<file path="config.mk">
export PLATFORM = sky130hd
export DESIGN_NAME = oneshot_modifier_fsm_top_flat
export DESIGN_NICKNAME = d
export VERILOG_FILES = /design/src/design/osm_pkg.sv /design/src/design/osm_if.sv /design/src/design/osm_step.sv /design/src/design/oneshot_modifier_fsm_top.sv /design/src/flat_wrapper.sv
export SDC_FILE = /design/constraint.sdc
export NUM_CORES = 1
export LEC_CHECK = 0
export BUFFER_PORTS_ARGS = -buffer_cell sky130_fd_sc_hd__clkbuf_2
export CAP_MARGIN = 20
export CORE_MARGIN = 2
export CORE_UTILIZATION = 48
export DETAILED_ROUTE_END_ITERATION = 12
export PLACE_DENSITY = 0.76
export SYNTH_ARGS = -nofsm -noshare
export SYNTH_HDL_FRONTEND = slang
export SYNTH_SLANG_ARGS = --single-unit
</file>
<file path="constraint.sdc">
create_clock -name clk -period 2.4 [get_ports clk]
set_input_delay 0.48 -clock clk [delete_from_list [all_inputs] [get_ports clk]]
set_output_delay 0.48 -clock clk [all_outputs]
set_load 0.005 [all_outputs]
</file>
<file path="src/design/osm_pkg.sv">
// ----------------------------------------------------------------------------
// osm_pkg
// shared types, codes and helpers for the one-shot modifier block
// ----------------------------------------------------------------------------
package osm_pkg;

  // field widths
  localparam int unsigned KeyCodeW  = 16;
  localparam int unsigned ActionW   = 2;
  localparam int unsigned ModeCodeW = 3;
  localparam int unsigned CfgIndexW = 2;
  localparam int unsigned CfgDataW  = 16;

  // configuration register indexes
  localparam logic [CfgIndexW-1:0] CFG_TRIGGER_CODE  = 2'd0;
  localparam logic [CfgIndexW-1:0] CFG_MODIFIER_CODE = 2'd1;
  localparam logic [CfgIndexW-1:0] CFG_LOCK_ENABLE   = 2'd2;

  // external mode codes as reported on the result channel
  localparam logic [ModeCodeW-1:0] CODE_UP          = 3'd0;
  localparam logic [ModeCodeW-1:0] CODE_QUEUED      = 3'd1;
  localparam logic [ModeCodeW-1:0] CODE_QUEUED_USED = 3'd2;
  localparam logic [ModeCodeW-1:0] CODE_DOWN_UNUSED = 3'd3;
  localparam logic [ModeCodeW-1:0] CODE_DOWN_USED   = 3'd4;
  localparam logic [ModeCodeW-1:0] CODE_LOCKED      = 3'd5;

  // modifier action codes
  typedef enum logic [ActionW-1:0] {
    ACT_NONE  = 2'd0,
    ACT_REG   = 2'd1,
    ACT_UNREG = 2'd2
  } action_t;

  // one-shot mode, one-hot
  typedef enum logic [5:0] {
    MODE_UP          = 6'b000001,
    MODE_QUEUED      = 6'b000010,
    MODE_QUEUED_USED = 6'b000100,
    MODE_DOWN_UNUSED = 6'b001000,
    MODE_DOWN_USED   = 6'b010000,
    MODE_LOCKED      = 6'b100000
  } mode_t;

  // one key event
  typedef struct packed {
    logic [KeyCodeW-1:0] key_code;
    logic                key_pressed;
    logic                cancel_key;
    logic                ignored_key;
  } key_event_t;

  // configuration seen by the step logic
  typedef struct packed {
    logic [KeyCodeW-1:0] trigger_code;
    logic                lock_enable;
  } step_cfg_t;

  // result of one step
  typedef struct packed {
    mode_t   mode_next;
    action_t action;
  } step_res_t;

  // one-hot mode to reported code
  function automatic logic [ModeCodeW-1:0] mode_code(input mode_t m);
    logic [ModeCodeW-1:0] c;
    case (m)
      MODE_UP:          c = CODE_UP;
      MODE_QUEUED:      c = CODE_QUEUED;
      MODE_QUEUED_USED: c = CODE_QUEUED_USED;
      MODE_DOWN_UNUSED: c = CODE_DOWN_UNUSED;
      MODE_DOWN_USED:   c = CODE_DOWN_USED;
      MODE_LOCKED:      c = CODE_LOCKED;
      default:          c = CODE_UP;
    endcase
    return c;
  endfunction

endpackage

</file>
<file path="src/design/osm_if.sv">
// ----------------------------------------------------------------------------
// osm_if
// valid/ready channels of the one-shot modifier block
// ----------------------------------------------------------------------------

// key event channel
interface osm_key_if;
  logic                             valid;
  logic                             ready;
  logic [osm_pkg::KeyCodeW-1:0]     key_code;
  logic                             key_pressed;
  logic                             cancel_key;
  logic                             ignored_key;

  modport source (output valid, key_code, key_pressed, cancel_key, ignored_key,
                  input ready);
  modport sink   (input valid, key_code, key_pressed, cancel_key, ignored_key,
                  output ready);
endinterface

// result channel
interface osm_res_if;
  logic                             valid;
  logic                             ready;
  logic [osm_pkg::ActionW-1:0]      mod_action;
  logic [osm_pkg::KeyCodeW-1:0]     mod_keycode;
  logic [osm_pkg::ModeCodeW-1:0]    new_mode;

  modport source (output valid, mod_action, mod_keycode, new_mode, input ready);
  modport sink   (input valid, mod_action, mod_keycode, new_mode, output ready);
endinterface

// configuration write channel
interface osm_cfg_if;
  logic                             valid;
  logic                             ready;
  logic [osm_pkg::CfgIndexW-1:0]    index;
  logic [osm_pkg::CfgDataW-1:0]     data;

  modport source (output valid, index, data, input ready);
  modport sink   (input valid, index, data, output ready);
endinterface

</file>
<file path="src/design/osm_step.sv">
// ----------------------------------------------------------------------------
// osm_step
// next-mode and action logic for one key event
// ----------------------------------------------------------------------------
module osm_step (
  input  osm_pkg::mode_t      mode,
  input  osm_pkg::key_event_t evt,
  input  osm_pkg::step_cfg_t  cfg,
  output osm_pkg::step_res_t  res
);

  // transition table
  always_comb begin
    osm_pkg::mode_t   m;
    osm_pkg::action_t act;
    m   = mode;
    act = osm_pkg::ACT_NONE;
    if (evt.key_code == cfg.trigger_code) begin
      // trigger key itself
      if (evt.key_pressed) begin
        case (mode)
          osm_pkg::MODE_UP: begin
            m   = osm_pkg::MODE_DOWN_UNUSED;
            act = osm_pkg::ACT_REG;
          end
          osm_pkg::MODE_QUEUED: begin
            m = cfg.lock_enable ? osm_pkg::MODE_LOCKED : osm_pkg::MODE_DOWN_UNUSED;
          end
          osm_pkg::MODE_LOCKED: begin
            m   = osm_pkg::MODE_UP;
            act = osm_pkg::ACT_UNREG;
          end
          default: begin
            m = osm_pkg::MODE_DOWN_UNUSED;
          end
        endcase
      end else begin
        case (mode)
          osm_pkg::MODE_DOWN_UNUSED: begin
            m = osm_pkg::MODE_QUEUED;
          end
          osm_pkg::MODE_DOWN_USED: begin
            m   = osm_pkg::MODE_UP;
            act = osm_pkg::ACT_UNREG;
          end
          default: begin
            m = mode;
          end
        endcase
      end
    end else if (evt.key_pressed) begin
      // other key down: cancel first, then use up a queued one-shot
      if (evt.cancel_key && (mode != osm_pkg::MODE_UP)) begin
        m   = osm_pkg::MODE_UP;
        act = osm_pkg::ACT_UNREG;
      end
      if (!evt.ignored_key) begin
        if (m == osm_pkg::MODE_QUEUED) begin
          m = osm_pkg::MODE_QUEUED_USED;
        end else if (m == osm_pkg::MODE_QUEUED_USED) begin
          m   = osm_pkg::MODE_UP;
          act = osm_pkg::ACT_UNREG;
        end
      end
    end else if (!evt.ignored_key) begin
      // other key up
      case (mode)
        osm_pkg::MODE_DOWN_UNUSED: begin
          m = osm_pkg::MODE_DOWN_USED;
        end
        osm_pkg::MODE_QUEUED, osm_pkg::MODE_QUEUED_USED: begin
          m   = osm_pkg::MODE_UP;
          act = osm_pkg::ACT_UNREG;
        end
        default: begin
          m = mode;
        end
      endcase
    end
    res.mode_next = m;
    res.action    = act;
  end

endmodule

</file>
<file path="src/design/oneshot_modifier_fsm_top.sv">
// ----------------------------------------------------------------------------
// oneshot_modifier_fsm_top
// one-shot modifier key state machine with valid/ready channels
// ----------------------------------------------------------------------------
// Usage:
//   key_in  takes one key event per request: keycode, press/release flag and
//           the cancel and ignored flags worked out by the key matrix logic.
//   mod_out gives exactly one result per event: the modifier action (none,
//           register, unregister), the configured modifier keycode and the
//           mode after the event.
//   cfg     writes trigger_code (0), modifier_code (1) and lock_enable (2);
//           always ready, other indexes are dropped. Write only while idle.
// Timing:
//   the mode update and the result are formed in the cycle an event is
//   taken and sit in the result register in the next cycle; one event per
//   cycle while mod_out does not stall, set by the single mode register loop.
// Reset and stall:
//   rst (synchronous) clears the mode to up, all configuration registers to
//   zero and the result register to empty. While mod_out is stalled with a
//   result held, key_in is not ready; it is ready again in the cycle the
//   result is taken.
// ----------------------------------------------------------------------------
module oneshot_modifier_fsm_top (
  input  logic         clk,
  input  logic         rst,
  osm_cfg_if.sink      cfg,
  osm_key_if.sink      key_in,
  osm_res_if.source    mod_out
);

  logic [osm_pkg::KeyCodeW-1:0]   trigger_code;
  logic [osm_pkg::KeyCodeW-1:0]   modifier_code;
  logic                           lock_enable;
  osm_pkg::mode_t                 mode;
  osm_pkg::key_event_t            evt;
  osm_pkg::step_cfg_t             step_cfg;
  osm_pkg::step_res_t             step_res;
  logic                           accept;
  logic                           res_valid;
  logic [osm_pkg::ActionW-1:0]    res_action;
  logic [osm_pkg::KeyCodeW-1:0]   res_keycode;
  logic [osm_pkg::ModeCodeW-1:0]  res_mode;

  // configuration registers
  assign cfg.ready = 1'b1;

  always_ff @(posedge clk) begin
    if (rst) begin
      trigger_code  <= '0;
      modifier_code <= '0;
      lock_enable   <= 1'b0;
    end else if (cfg.valid) begin
      case (cfg.index)
        osm_pkg::CFG_TRIGGER_CODE:  trigger_code  <= cfg.data;
        osm_pkg::CFG_MODIFIER_CODE: modifier_code <= cfg.data;
        osm_pkg::CFG_LOCK_ENABLE:   lock_enable   <= cfg.data[0];
        default: ;
      endcase
    end
  end

  // input handshake
  assign key_in.ready = !res_valid || mod_out.ready;
  assign accept       = key_in.valid && key_in.ready;

  assign evt.key_code    = key_in.key_code;
  assign evt.key_pressed = key_in.key_pressed;
  assign evt.cancel_key  = key_in.cancel_key;
  assign evt.ignored_key = key_in.ignored_key;

  assign step_cfg.trigger_code = trigger_code;
  assign step_cfg.lock_enable  = lock_enable;

  // transition logic
  osm_step u_step (
    .mode (mode),
    .evt  (evt),
    .cfg  (step_cfg),
    .res  (step_res)
  );

  // mode register
  always_ff @(posedge clk) begin
    if (rst) begin
      mode <= osm_pkg::MODE_UP;
    end else if (accept) begin
      mode <= step_res.mode_next;
    end
  end

  // result register
  always_ff @(posedge clk) begin
    if (rst) begin
      res_valid <= 1'b0;
    end else if (accept) begin
      res_valid <= 1'b1;
    end else if (mod_out.ready) begin
      res_valid <= 1'b0;
    end
  end

  always_ff @(posedge clk) begin
    if (accept) begin
      res_action  <= step_res.action;
      res_keycode <= modifier_code;
      res_mode    <= osm_pkg::mode_code(step_res.mode_next);
    end
  end

  assign mod_out.valid       = res_valid;
  assign mod_out.mod_action  = res_action;
  assign mod_out.mod_keycode = res_keycode;
  assign mod_out.new_mode    = res_mode;

endmodule

</file>
<file path="src/flat_wrapper.sv">
// flat-port wrapper written by rule: the top's interface ports become plain ports
module oneshot_modifier_fsm_top_flat 
  (clk, rst, cfg_valid, cfg_index, cfg_data, cfg_ready, key_in_valid, key_in_key_code, key_in_key_pressed, key_in_cancel_key, key_in_ignored_key, key_in_ready, mod_out_valid, mod_out_mod_action, mod_out_mod_keycode, mod_out_new_mode, mod_out_ready);
  osm_cfg_if cfg_i ();
  osm_key_if key_in_i ();
  osm_res_if mod_out_i ();
  input  logic clk;
  input  logic rst;
  input wire logic [$bits(cfg_i.valid)-1:0] cfg_valid;
  input wire logic [$bits(cfg_i.index)-1:0] cfg_index;
  input wire logic [$bits(cfg_i.data)-1:0] cfg_data;
  output wire logic [$bits(cfg_i.ready)-1:0] cfg_ready;
  input wire logic [$bits(key_in_i.valid)-1:0] key_in_valid;
  input wire logic [$bits(key_in_i.key_code)-1:0] key_in_key_code;
  input wire logic [$bits(key_in_i.key_pressed)-1:0] key_in_key_pressed;
  input wire logic [$bits(key_in_i.cancel_key)-1:0] key_in_cancel_key;
  input wire logic [$bits(key_in_i.ignored_key)-1:0] key_in_ignored_key;
  output wire logic [$bits(key_in_i.ready)-1:0] key_in_ready;
  output wire logic [$bits(mod_out_i.valid)-1:0] mod_out_valid;
  output wire logic [$bits(mod_out_i.mod_action)-1:0] mod_out_mod_action;
  output wire logic [$bits(mod_out_i.mod_keycode)-1:0] mod_out_mod_keycode;
  output wire logic [$bits(mod_out_i.new_mode)-1:0] mod_out_new_mode;
  input wire logic [$bits(mod_out_i.ready)-1:0] mod_out_ready;
  assign cfg_i.valid = cfg_valid;
  assign cfg_i.index = cfg_index;
  assign cfg_i.data = cfg_data;
  assign cfg_ready = cfg_i.ready;
  assign key_in_i.valid = key_in_valid;
  assign key_in_i.key_code = key_in_key_code;
  assign key_in_i.key_pressed = key_in_key_pressed;
  assign key_in_i.cancel_key = key_in_cancel_key;
  assign key_in_i.ignored_key = key_in_ignored_key;
  assign key_in_ready = key_in_i.ready;
  assign mod_out_valid = mod_out_i.valid;
  assign mod_out_mod_action = mod_out_i.mod_action;
  assign mod_out_mod_keycode = mod_out_i.mod_keycode;
  assign mod_out_new_mode = mod_out_i.new_mode;
  assign mod_out_i.ready = mod_out_ready;
  oneshot_modifier_fsm_top u_core (.clk(clk), .rst(rst), .cfg(cfg_i), .key_in(key_in_i), .mod_out(mod_out_i));
endmodule
</file>
==> impl_metrics.tcl, run 1 <==
set metrics [dict create \
    multi_input_area_um2 1190 \
    synth_warnings 0 \
    hold_class "in2reg" \
    synth_top_area_cell "dfxtp_1" \
    synth-seq-area-share 0.531 \
    cp_top_family "simple AND/OR/NAND/NOR gates" \
    cap_violations 0 \
    yosysTopAreaCellShare 0.297 \
    power-per-cell-area_nw_per_um2 650 \
    wl_per_cell_um 13.4 \
    cts_hold_buf 0 \
    synth_xor_area_frac 0.0618 \
    rr_worst_depth 7 \
    numCtsBuffers 9 \
    cts_buffer_depth 2 \
    fillers 485 \
    maxSlewHeadroom 0.451 \
    dr.pass1.iters 4 \
    synth_common_cells "nand2_1 (73), dfxtp_1 (40), a21oi_1 (37)" \
    clkLatencyLatePin_ns 0.34 \
    max_freq_ghz 0.426 \
    grt.overflow.total 0 \
    port_buffers 64 \
    io_pins 66 \
    finalWirelength_um 5850 \
    synth_area_um2 2690 \
    ys_ff_latch 61 \
    synth_nets 325 \
    p_leak_nw 1.29 \
    synth-async-reset-ratio 0 \
    crit_buf_inv 1 \
    ant_nets 0 \
    finalSetupViolations 0 \
    synth_edf_count 21 \
    slowest_stage "or4_4" \
    synthFlopType "dfxtp_1" \
    instances_no_fill 436 \
    worst_slew_pin_slew_ns 0.823 \
    die_h_um 78.9 \
    critical_path_depth 7 \
    timing.hold.ws_ns 0.367 \
    period_needed_ns 2.34 \
    synth_top_family_by_area "simple AND/OR/NAND/NOR gates" \
    synth-simple-area-share 0.206 \
    synth-compound-area-share 0.147 \
    cpPeakStageDelay_ns 0.55 \
    grt_pass1_wl_um 9570 \
    cts_tree "done" \
    cts_htree_levels 3 \
    drv_slew 0 \
    path_clk_slew_ns 0.06 \
    path_cells "or4_4 > or3_4 > and3_4 > a2bb2o_4 > a31oi_4 > buf_4 > a211oi_2" \
    gp_congestion 0.902 \
    dp_worst_setup_slack_ns -0.0414 \
    r2r-end "u_core.mod_out.new_mode[0]" \
    required_ns 2.49 \
    synth.most_common_cell "nand2_1" \
    vias 2240 \
    cts.sinks 61 \
    n_antenna_cell 0 \
    antenna_found_initial 0 \
    grtUsageTotal 0.201 \
    area_growth_pct 23.8 \
    fp.dieW_um 78.9 \
    end_kind "flip-flop" \
    drive_gt1_frac 0.310 \
    register_area_um2 1430 \
    synthAdderAreaFrac 0 \
    irDropWorstVdd_v 0.000458 \
    die-area_um2 6230 \
    setup_slack_ns 0.0551 \
    finalHoldViolCount 0 \
    num-nets-final 401 \
    placed_cells 419 \
    synth_area_leaders "dfxtp_1 (30%), edfxtp_1 (23%), nand2_1 (10%)" \
    synthMuxAreaShare 0.0158 \
    clock-root-buffer "clkbuf_8" \
    grt_max_degree 41 \
    worstPathArrival_ns 2.43 \
    synth_cell_types 45 \
    worstSetupStartpointType "flip-flop" \
    fin_worst_skew_ns 0.00323 \
    worst-r2r-setup-slack_ns 0.06 \
    outcome "finished clean" \
    startpoint "u_core.mode[5]" \
    crit_fanout 5 \
    avgSynthCellArea_um2 9.52 \
    core_um2 5470 \
    syn_inst 283 \
    drtIter0Drc 118 \
    initial_core_util 0.492 \
    drt_drc_violations_left 0 \
    grt_pass1_vias 2166 \
    rsz0062_at_grt "yes" \
    viasPerCell 5.14 \
    num_rows 27 \
    critPathCapture "u_core.mod_out.new_mode[0]" \
    hpwl_um 4290 \
    final.period_utilization 0.977 \
    criticalPathCategory "reg2reg" \
    r2r_start "u_core.mode[5]" \
]
-- flip-flops by register name, indices dropped and copies added (netlist names) --
signal	flops
u_core.lock_enable	1
u_core.mod_out.mod_action	2
u_core.mod_out.mod_keycode	16
u_core.mod_out.new_mode	3
u_core.mod_out.valid	1
u_core.mode	6
u_core.modifier_code	16
u_core.trigger_code	16
-- worst min path at each step --
stage | startpoint | endpoint | slack (ns) | depth (start not counted)
after floorplan | u_core.modifier_code[0] | u_core.mod_out.mod_keycode[0] | 0.41 | 0
after global placement | u_core.modifier_code[3] | u_core.mod_out.mod_keycode[3] | 0.41 | 0
after detailed placement | u_core.modifier_code[2] | u_core.mod_out.mod_keycode[2] | 0.41 | 0
after CTS | key_in_valid | u_core.mod_out.valid | 0.36 | 3
after global routing | cfg_data[7] | u_core.modifier_code[7] | 0.38 | 3
final | key_in_valid | u_core.mod_out.valid | 0.37 | 3
-- layer usage --
metal,global-route usage,vias up,part of all wire
li1,-,1139,-
met1,0.246,1007,0.44
met2,0.336,85,0.48
met3,0.0432,9,0.061
met4,0.0983,0,0.021
met5,0,-,0
-- power by group --
group          switching, W  leakage (nW)  internal, W
Clock              0.000379        0.0901     0.000399
Sequential        0.0000231         0.539      0.00112
Combinational      0.000135         0.657     0.000114
Total              0.000538          1.29      0.00163
-- area by class of cell --
| type | count | share of cell area |
|---|---|---|
| Tap cell | 72 | 0.0270 |
| Inverter | 6 | 0.00675 |
| Timing Repair Buffer | 79 | 0.130 |
| Sequential cell | 61 | 0.429 |
| Multi-Input combinational cell | 202 | 0.356 |
| Clock buffer | 12 | 0.0435 |
| Clock inverter | 4 | 0.00713 |
-- kinds of logic (layout without fill, tap and decap cells) --
group | Yosys count | in the layout
AO/OA/AOI/OAI | 58 | 58
XOR/XNOR | 19 | 19
buffers and inverters | 20 | 101
flip-flops | 61 | 61
multiplexers | 3 | 3
other | 1 | 1
AND/OR/NAND/NOR | 121 | 121
-- metrics by stage --
stage / instance area [um^2] / util / setup TNS (ns) / power (W)
final: 3340 / 0.610 / 0 / 0.00217
after global placement: 3140 / 0.573 / 0 / 0.00140
after global routing: 3340 / 0.610 / -0.00928 / 0.00225
after CTS: 3310 / 0.604 / 0 / 0.00217
after floorplan: 2690 / - / 0 / 0.00129
after detailed placement: 3140 / 0.573 / -0.104 / 0.00140
-- timing repair --
action                                  4_1_cts  5_1_grt
endpoints found under the setup margin        0        2
buffers inserted                              0        1
gates resized for setup                       0        5
-- layout by cell type (no fill, tap or decap), types with 2 or more instances in the layout --
| cell | instances |
|---|---|
| a2bb2oi_1 | 2 |
| o211ai_1 | 2 |
| clkbuf_1 | 2 |
| nand4_1 | 7 |
| nand3_1 | 5 |
| dfxtp_1 | 39 |
| clkinv_2 | 3 |
| o21ai_0 | 2 |
| a21oi_2 | 2 |
| inv_1 | 6 |
| buf_4 | 15 |
| nand2_1 | 73 |
| nor4_1 | 2 |
| a211oi_1 | 5 |
| edfxtp_1 | 21 |
| clkbuf_2 | 64 |
| a21oi_1 | 35 |
| mux2i_1 | 2 |
| clkbuf_8 | 10 |
| nand2b_1 | 2 |
| nor2_1 | 17 |
| or2_2 | 2 |
| xnor2_1 | 18 |
-- worst reg2reg max path: stages (launching register included) --
cell and delay [ns]:
dfxtp_2 0.32, or4_4 0.55, or3_4 0.39, and3_4 0.18, a2bb2o_4 0.22, a31oi_4 0.23
buf_4 0.16, a211oi_2 0.05
Note: power is estimated with default switching activity, not from simulation.
==> run 2: changes to the inputs <==
--- a/config.mk
+++ b/config.mk
@@ -5,10 +5,11 @@
 export SDC_FILE = /design/constraint.sdc
 export NUM_CORES = 1
 export LEC_CHECK = 0
+export ABC_AREA = 1
 export BUFFER_PORTS_ARGS = -buffer_cell sky130_fd_sc_hd__clkbuf_2
 export CAP_MARGIN = 20
 export CORE_MARGIN = 2
-export CORE_UTILIZATION = 48
+export CORE_UTILIZATION = 49
 export DETAILED_ROUTE_END_ITERATION = 12
 export PLACE_DENSITY = 0.76
 export SYNTH_ARGS = -nofsm -noshare
==> run 2 against run 1 <==
  * Register-to-register slack better by 0.48 ns
  * Highest routed layer unchanged
  * Utilization is 1.7 points lower
  * Non-clock buffer count is 12 lower
  * Sequential share of layout area is 4.2 points lower
  * Routed wire length is 28% higher
  * Sequential power hardly changed
  * Via count is 33% higher
  * Total power is 9.8% higher
  * Final cell count is 34% higher
==> impl_metrics.tcl, run 2 <==
set metrics [dict create \
    outcome "finished clean" \
    synth_area_leaders "dfxtp_1 (26%), edfxtp_1 (20%), nand2_1 (11%)" \
    num-nets-final 543 \
    core_um2 6240 \
    tns_ns 0 \
    irDropWorstVdd_v 0.000454 \
    rr_worst_depth 14 \
    setup_slack_ns 0.537 \
    cts-resized-gates 0 \
    cts.sinks 61 \
    drive_gt1_frac 0.229 \
    post_cts_buffers 0 \
    hold_class "in2reg" \
    die-area_um2 7030 \
    clkLatencyLatePin_ns 0.35 \
    crit_buf_inv 3 \
    avgSynthCellArea_um2 7.18 \
    maxSlewHeadroom 0.488 \
    synth_top_area_cell "dfxtp_1" \
    dp_worst_setup_slack_ns 0.412 \
    max_freq_ghz 0.537 \
    crit_fanout 5 \
    fin_worst_skew_ns 0.00671 \
    worst_slew_pin_slew_ns 0.766 \
    synth_area_um2 3120 \
    worstPathArrival_ns 2.07 \
    cts_tree "done" \
    dr.pass1.iters 5 \
    cpPeakStageDelay_ns 0.43 \
    power-per-cell-area_nw_per_um2 644 \
    grt.overflow.total 0 \
    ys_ff_latch 61 \
    vias 2985 \
    drv_slew 0 \
    hpwl_um 5790 \
    grtUsageTotal 0.224 \
    cts_buffer_depth 2 \
    totalPowerFinal_w 0.00238 \
    wl_per_cell_um 12.9 \
    finalWirelength_um 7510 \
    numCtsBuffers 9 \
    hold_path_depth 3 \
    syn_inst 435 \
    min_from "cfg_data[11]" \
    cap_violations 0 \
    antenna_found_initial 0 \
    cpMostUsedCell "nand2_1" \
    synth-async-reset-ratio 0 \
    synth_edf_count 21 \
    cts_htree_levels 3 \
    io_pins 66 \
    synth_common_cells "nand2_1 (91), nor2_1 (81), inv_1 (50)" \
    num_rows 29 \
    initial_core_util 0.501 \
    synth_cell_types 28 \
    whs_endpoint "u_core.modifier_code[11]" \
    cts_hold_buf 0 \
    r2r_start "u_core.mode[1]" \
    worstSetupStartpointType "flip-flop" \
    period_needed_ns 1.86 \
    synth.most_common_cell "nand2_1" \
    path_cells "inv_2 > nor2_2 > nand3_1 > clkinv_1 > nand2_1 > nand2_1 > nand2_1 > nand2_1 > nand2_1 > nand2_2 > inv_2 > nor2_1 > nand3_2 > nand2_1" \
    grt_pass1_wl_um 12500 \
    synth-seq-area-share 0.458 \
    clock-root-buffer "clkbuf_8" \
    port_buffers 64 \
    drt_drc_violations_left 0 \
    final.period_utilization 0.776 \
    cp_top_family "simple AND/OR/NAND/NOR gates" \
    layout_common_cells "nand2_1 (91), nor2_1 (81), clkbuf_2 (64)" \
    synth_warnings 0 \
    fp.dieW_um 83.9 \
    viasPerCell 5.12 \
    ant_nets 0 \
    n_antenna_cell 0 \
    r2r-end "u_core.mod_out.new_mode[1]" \
    area_growth_pct 18.3 \
    place_area_um2 3510 \
    criticalPathCategory "reg2reg" \
    slowest_stage "dfxtp_1" \
    end_kind "flip-flop" \
    final_cell_area_um2 3690 \
    final_common_cell "nand2_1" \
    synthFlopType "dfxtp_1" \
    rsz0062_at_grt "no" \
    required_ns 2.61 \
    worst-r2r-setup-slack_ns 0.54 \
    grt_max_degree 34 \
    synth_nets 477 \
    path_clk_slew_ns 0.08 \
    die_h_um 83.9 \
    finalHoldViolCount 0 \
    gp_congestion 0.892 \
    drtIter0Drc 400 \
    finalSetupViolations 0 \
    grt_pass1_vias 2824 \
    yosysTopAreaCellShare 0.256 \
    p_leak_nw 1.84 \
]
run 2: changes by cell type in the layout (fill, tap and decap cells not counted), moves of 15 or more:
| cell | change |
|---|---|
| nand3_1 | +19 |
| o21ai_0 | +37 |
| nor2_1 | +64 |
| inv_1 | +44 |
| a21oi_1 | -15 |
| nand2_1 | +18 |
run 2: final cells by class:
cell class	instances	area (um^2)
Inverter	60	225
Clock inverter	7	57.6
Timing Repair Buffer	67	343
Clock buffer	9	124
Tap cell	77	96.3
Sequential cell	61	1430
Fill cell	584	2550
Multi-Input combinational cell	302	1420
run 2: metal layers:
layer  global-route usage  wire [um]
met5                    0          0
met1                0.256       3100
met3               0.0574        495
met2                0.403       3760
met4               0.0777        155
run 2: report_power, final:
| group | total (W) | internal, W | switching (W) | leakage [nW] |
|---|---|---|---|---|
| clock | 0.000845 | 0.000386 | 0.000459 | 0.0829 |
| sequential | 0.00117 | 0.00113 | 0.0000381 | 0.541 |
| combinational | 0.000361 | 0.000132 | 0.000229 | 1.21 |
| total | 0.00238 | 0.00165 | 0.000726 | 1.84 |
run 2: how the worst max path moves through the flow:
| stage | from | to | slack, ns | cells after the start |
|---|---|---|---|---|
| after detailed placement | key_in_key_code[0] | u_core.mod_out.new_mode[1] | 0.41 | 14 |
| after global placement | key_in_key_code[1] | u_core.mod_out.new_mode[1] | 0.43 | 12 |
| after floorplan | mod_out_ready | u_core.mod_out.mod_action[0] | 0.69 | 5 |
| after CTS | u_core.mode[3] | u_core.mod_out.new_mode[1] | 0.58 | 14 |
| after global routing | u_core.mode[1] | u_core.mod_out.new_mode[1] | 0.35 | 14 |
| final | u_core.mode[1] | u_core.mod_out.new_mode[1] | 0.54 | 14 |
run 2: cell families (layout without fill, tap and decap cells):
kind of cell	after synthesis	in the layout	synth area share
other cells	1	1	0.00120
flops	61	61	0.458
buf+inv	72	143	0.0881
compound gates	63	63	0.102
xor+xnor	5	5	0.0140
simple gates	233	233	0.337
run 2: per-stage QoR:
step | instances | utilization | hold WS [ns]
floorplan | 435 | - | 0.409
finish | 583 | 0.592 | 0.398
global route | 583 | 0.592 | 0.416
CTS | 583 | 0.592 | 0.387
global placement | 567 | 0.563 | 0.412
detailed placement | 567 | 0.563 | 0.421
run 2: worst register-to-register path, stage by stage, from the launching register on:
cell	delay, ns
dfxtp_1	0.43
inv_2	0.11
nor2_2	0.18
nand3_1	0.15
clkinv_1	0.09
nand2_1	0.05
nand2_1	0.07
nand2_1	0.05
nand2_1	0.06
nand2_1	0.07
nand2_2	0.13
inv_2	0.05
nor2_1	0.11
nand3_2	0.09
nand2_1	0.10
==> run 3: changes to the inputs <==
--- a/config.mk
+++ b/config.mk
@@ -5,13 +5,13 @@
 export SDC_FILE = /design/constraint.sdc
 export NUM_CORES = 1
 export LEC_CHECK = 0
-export ABC_AREA = 1
+export ABC_AREA = 0
 export BUFFER_PORTS_ARGS = -buffer_cell sky130_fd_sc_hd__clkbuf_2
 export CAP_MARGIN = 20
 export CORE_MARGIN = 2
-export CORE_UTILIZATION = 49
+export CORE_UTILIZATION = 53
 export DETAILED_ROUTE_END_ITERATION = 12
-export PLACE_DENSITY = 0.76
+export PLACE_DENSITY = 0.79
 export SYNTH_ARGS = -nofsm -noshare
 export SYNTH_HDL_FRONTEND = slang
 export SYNTH_SLANG_ARGS = --single-unit
==> constraint.sdc (replaced) <==
create_clock -name clk -period 1.8 [get_ports clk]
set_input_delay 0.36 -clock clk [delete_from_list [all_inputs] [get_ports clk]]
set_output_delay 0.36 -clock clk [all_outputs]
set_load 0.005 [all_outputs]
==> run 3 against run 2 <==
  * The flow now finishes with violations (setup timing)
  * Combinational power is 23% higher
  * Final cell count is 20% lower
  * Fmax shrank 24%
  * Routed wire length up 2.3%
  * Worst setup slack lost 1.2 ns
  * Cell area increased by 5.1%
  * First-iteration DRC count down 47%
  * Sequential share of layout area down 1.6 points
  * Clock skew increased by 0.0061 ns
==> impl_metrics.tcl, run 3 (synthesis results as in run 1) <==
set metrics [dict create \
    period_needed_ns 2.45 \
    worstSetupStartpointType "flip-flop" \
    place_area_um2 3410 \
    rr_worst_depth 8 \
    fin_worst_skew_ns 0.0128 \
    dr.pass1.iters 5 \
    viasPerCell 5.57 \
    drt_drc_violations_left 0 \
    antenna_found_initial 0 \
    n_antenna_cell 0 \
    path_clk_slew_ns 0.07 \
    startpoint "u_core.trigger_code[5]" \
    initial_core_util 0.559 \
    power-per-cell-area_nw_per_um2 824 \
    drv_slew 0 \
    cap_violations 0 \
    io_pins 66 \
    setup_slack_ns -0.650 \
    fillers 301 \
    wl_per_cell_um 16.5 \
    die-area_um2 5670 \
    p_leak_nw 1.57 \
    vias 2603 \
    worst-r2r-setup-slack_ns -0.65 \
    cts_buffer_depth 2 \
    maxSlewHeadroom 0.573 \
    violations "setup timing" \
    hold_class "in2reg" \
    grt_pass1_wl_um 11200 \
    cpPeakStageDelay_ns 0.46 \
    clkLatencyLatePin_ns 0.35 \
    gp_congestion 0.962 \
    required_ns 1.90 \
    core_um2 4820 \
    clock-root-buffer "clkbuf_8" \
    criticalPathCategory "reg2reg" \
    final.period_utilization 1.36 \
    end_kind "flip-flop" \
    path_cells "xnor2_1 > nand4_1 > o41ai_2 > buf_4 > a2bb2o_4 > a31oi_4 > xnor2_2 > nor2_1" \
    cts_tree "done" \
    finalWirelength_um 7680 \
    critical_path_depth 8 \
    slowest_stage "o41ai_2" \
    rsz0062_at_grt "yes" \
    numCtsBuffers 9 \
    num-nets-final 437 \
    worstPathArrival_ns 2.55 \
    grt.overflow.total 0 \
    outcome "complete, but fails checks" \
    port_buffers 64 \
    crit_buf_inv 1 \
    grt_pass1_vias 2403 \
    drtIter0Drc 212 \
    grt_max_degree 25 \
    area_growth_pct 44.2 \
    crit_fanout 5 \
    final_cell_area_um2 3880 \
    r2r-end "u_core.mod_out.new_mode[1]" \
    ant_nets 0 \
    die_h_um 75.3 \
    finalHoldViolCount 0 \
    cts.sinks 61 \
    cp_top_family "compound AO/OA/AOI/OAI gates" \
    fp.dieW_um 75.3 \
    critPathCapture "u_core.mod_out.new_mode[1]" \
    hpwl_um 4860 \
    grtUsageTotal 0.274 \
    r2r_start "u_core.trigger_code[5]" \
    final_common_cell "nand2_1" \
    worst_slew_pin_slew_ns 0.640 \
    irDropWorstVdd_v 0.00106 \
    utilization 0.806 \
    max_freq_ghz 0.408 \
    totalPowerFinal_w 0.00320 \
    cts_htree_levels 3 \
    layout_common_cells "nand2_1 (72), clkbuf_2 (64), buf_4 (40)" \
    num_rows 25 \
    finalSetupViolations 11 \
    drive_gt1_frac 0.455 \
]
## run 3: cell types whose count changed in the layout (fill, tap and decap cells not counted), moves of 19 or more
cell | previous run | this run
buf_4 | 3 | 40
inv_1 | 50 | 6
nand2_1 | 91 | 72
nand3_1 | 24 | 3
nor2_1 | 81 | 15
o21ai_0 | 39 | 1
## run 3: cell type report
cell class              instances  area [um^2]  area share
flip-flops and latches         61         1440       0.372
inverters                       6         22.5     0.00580
repair buffers                115          753       0.194
well taps                      67         83.8      0.0216
clock buffers                  11          141      0.0364
clock inverters                 5         57.6      0.0148
multi-input cells             202         1380       0.356
## run 3: repair_timing
item	in CTS	in global routing
setup endpoints to repair	11	11
pin swaps	12	9
buffers inserted	10	4
resized for setup	28	17
hold buffers	0	0
cloned	1	0
## run 3: through the flow
step	hold WS (ns)	worst slack (ns)	TNS, ns	std cells
5_1_grt	0.238	-0.715	-5.60	467
3_5_place_dp	0.416	-0.655	-4.57	440
6_report	0.234	-0.650	-5.00	467
4_1_cts	0.229	-0.481	-3.29	465
2_1_floorplan	0.408	-0.424	-1.66	283
3_3_place_gp	0.410	-0.469	-3.47	440
## run 3: report_power, final
part	switching, W	internal [W]
clock network	0.000555	0.000680
registers	0.0000329	0.00149
logic	0.000234	0.000209
## run 3: worst min-delay path, delay by kind of cell
family	cells	cell delay, ns
compound gates	1	0.05
buf+inv	2	0.13
## run 3: metal layers
| metal | GRT usage | up-vias | share of wire |
|---|---|---|---|
| li1 | - | 1213 | - |
| met3 | 0.0807 | 29 | 0.074 |
| met2 | 0.463 | 127 | 0.50 |
| met5 | 0 | - | 0 |
| met4 | 0.105 | 0 | 0.037 |
| met1 | 0.332 | 1234 | 0.39 |
## run 3: worst min path at each step
stage	startpoint	endpoint	slack, ns	cells past startpoint
2_1_floorplan	u_core.modifier_code[0]	u_core.mod_out.mod_keycode[0]	0.41	0
3_3_place_gp	u_core.modifier_code[1]	u_core.mod_out.mod_keycode[1]	0.41	0
3_5_place_dp	u_core.modifier_code[9]	u_core.mod_out.mod_keycode[9]	0.42	0
4_1_cts	key_in_valid	u_core.mod_out.valid	0.23	3
5_1_grt	cfg_data[6]	u_core.trigger_code[6]	0.24	3
6_report	key_in_valid	u_core.mod_out.valid	0.23	3
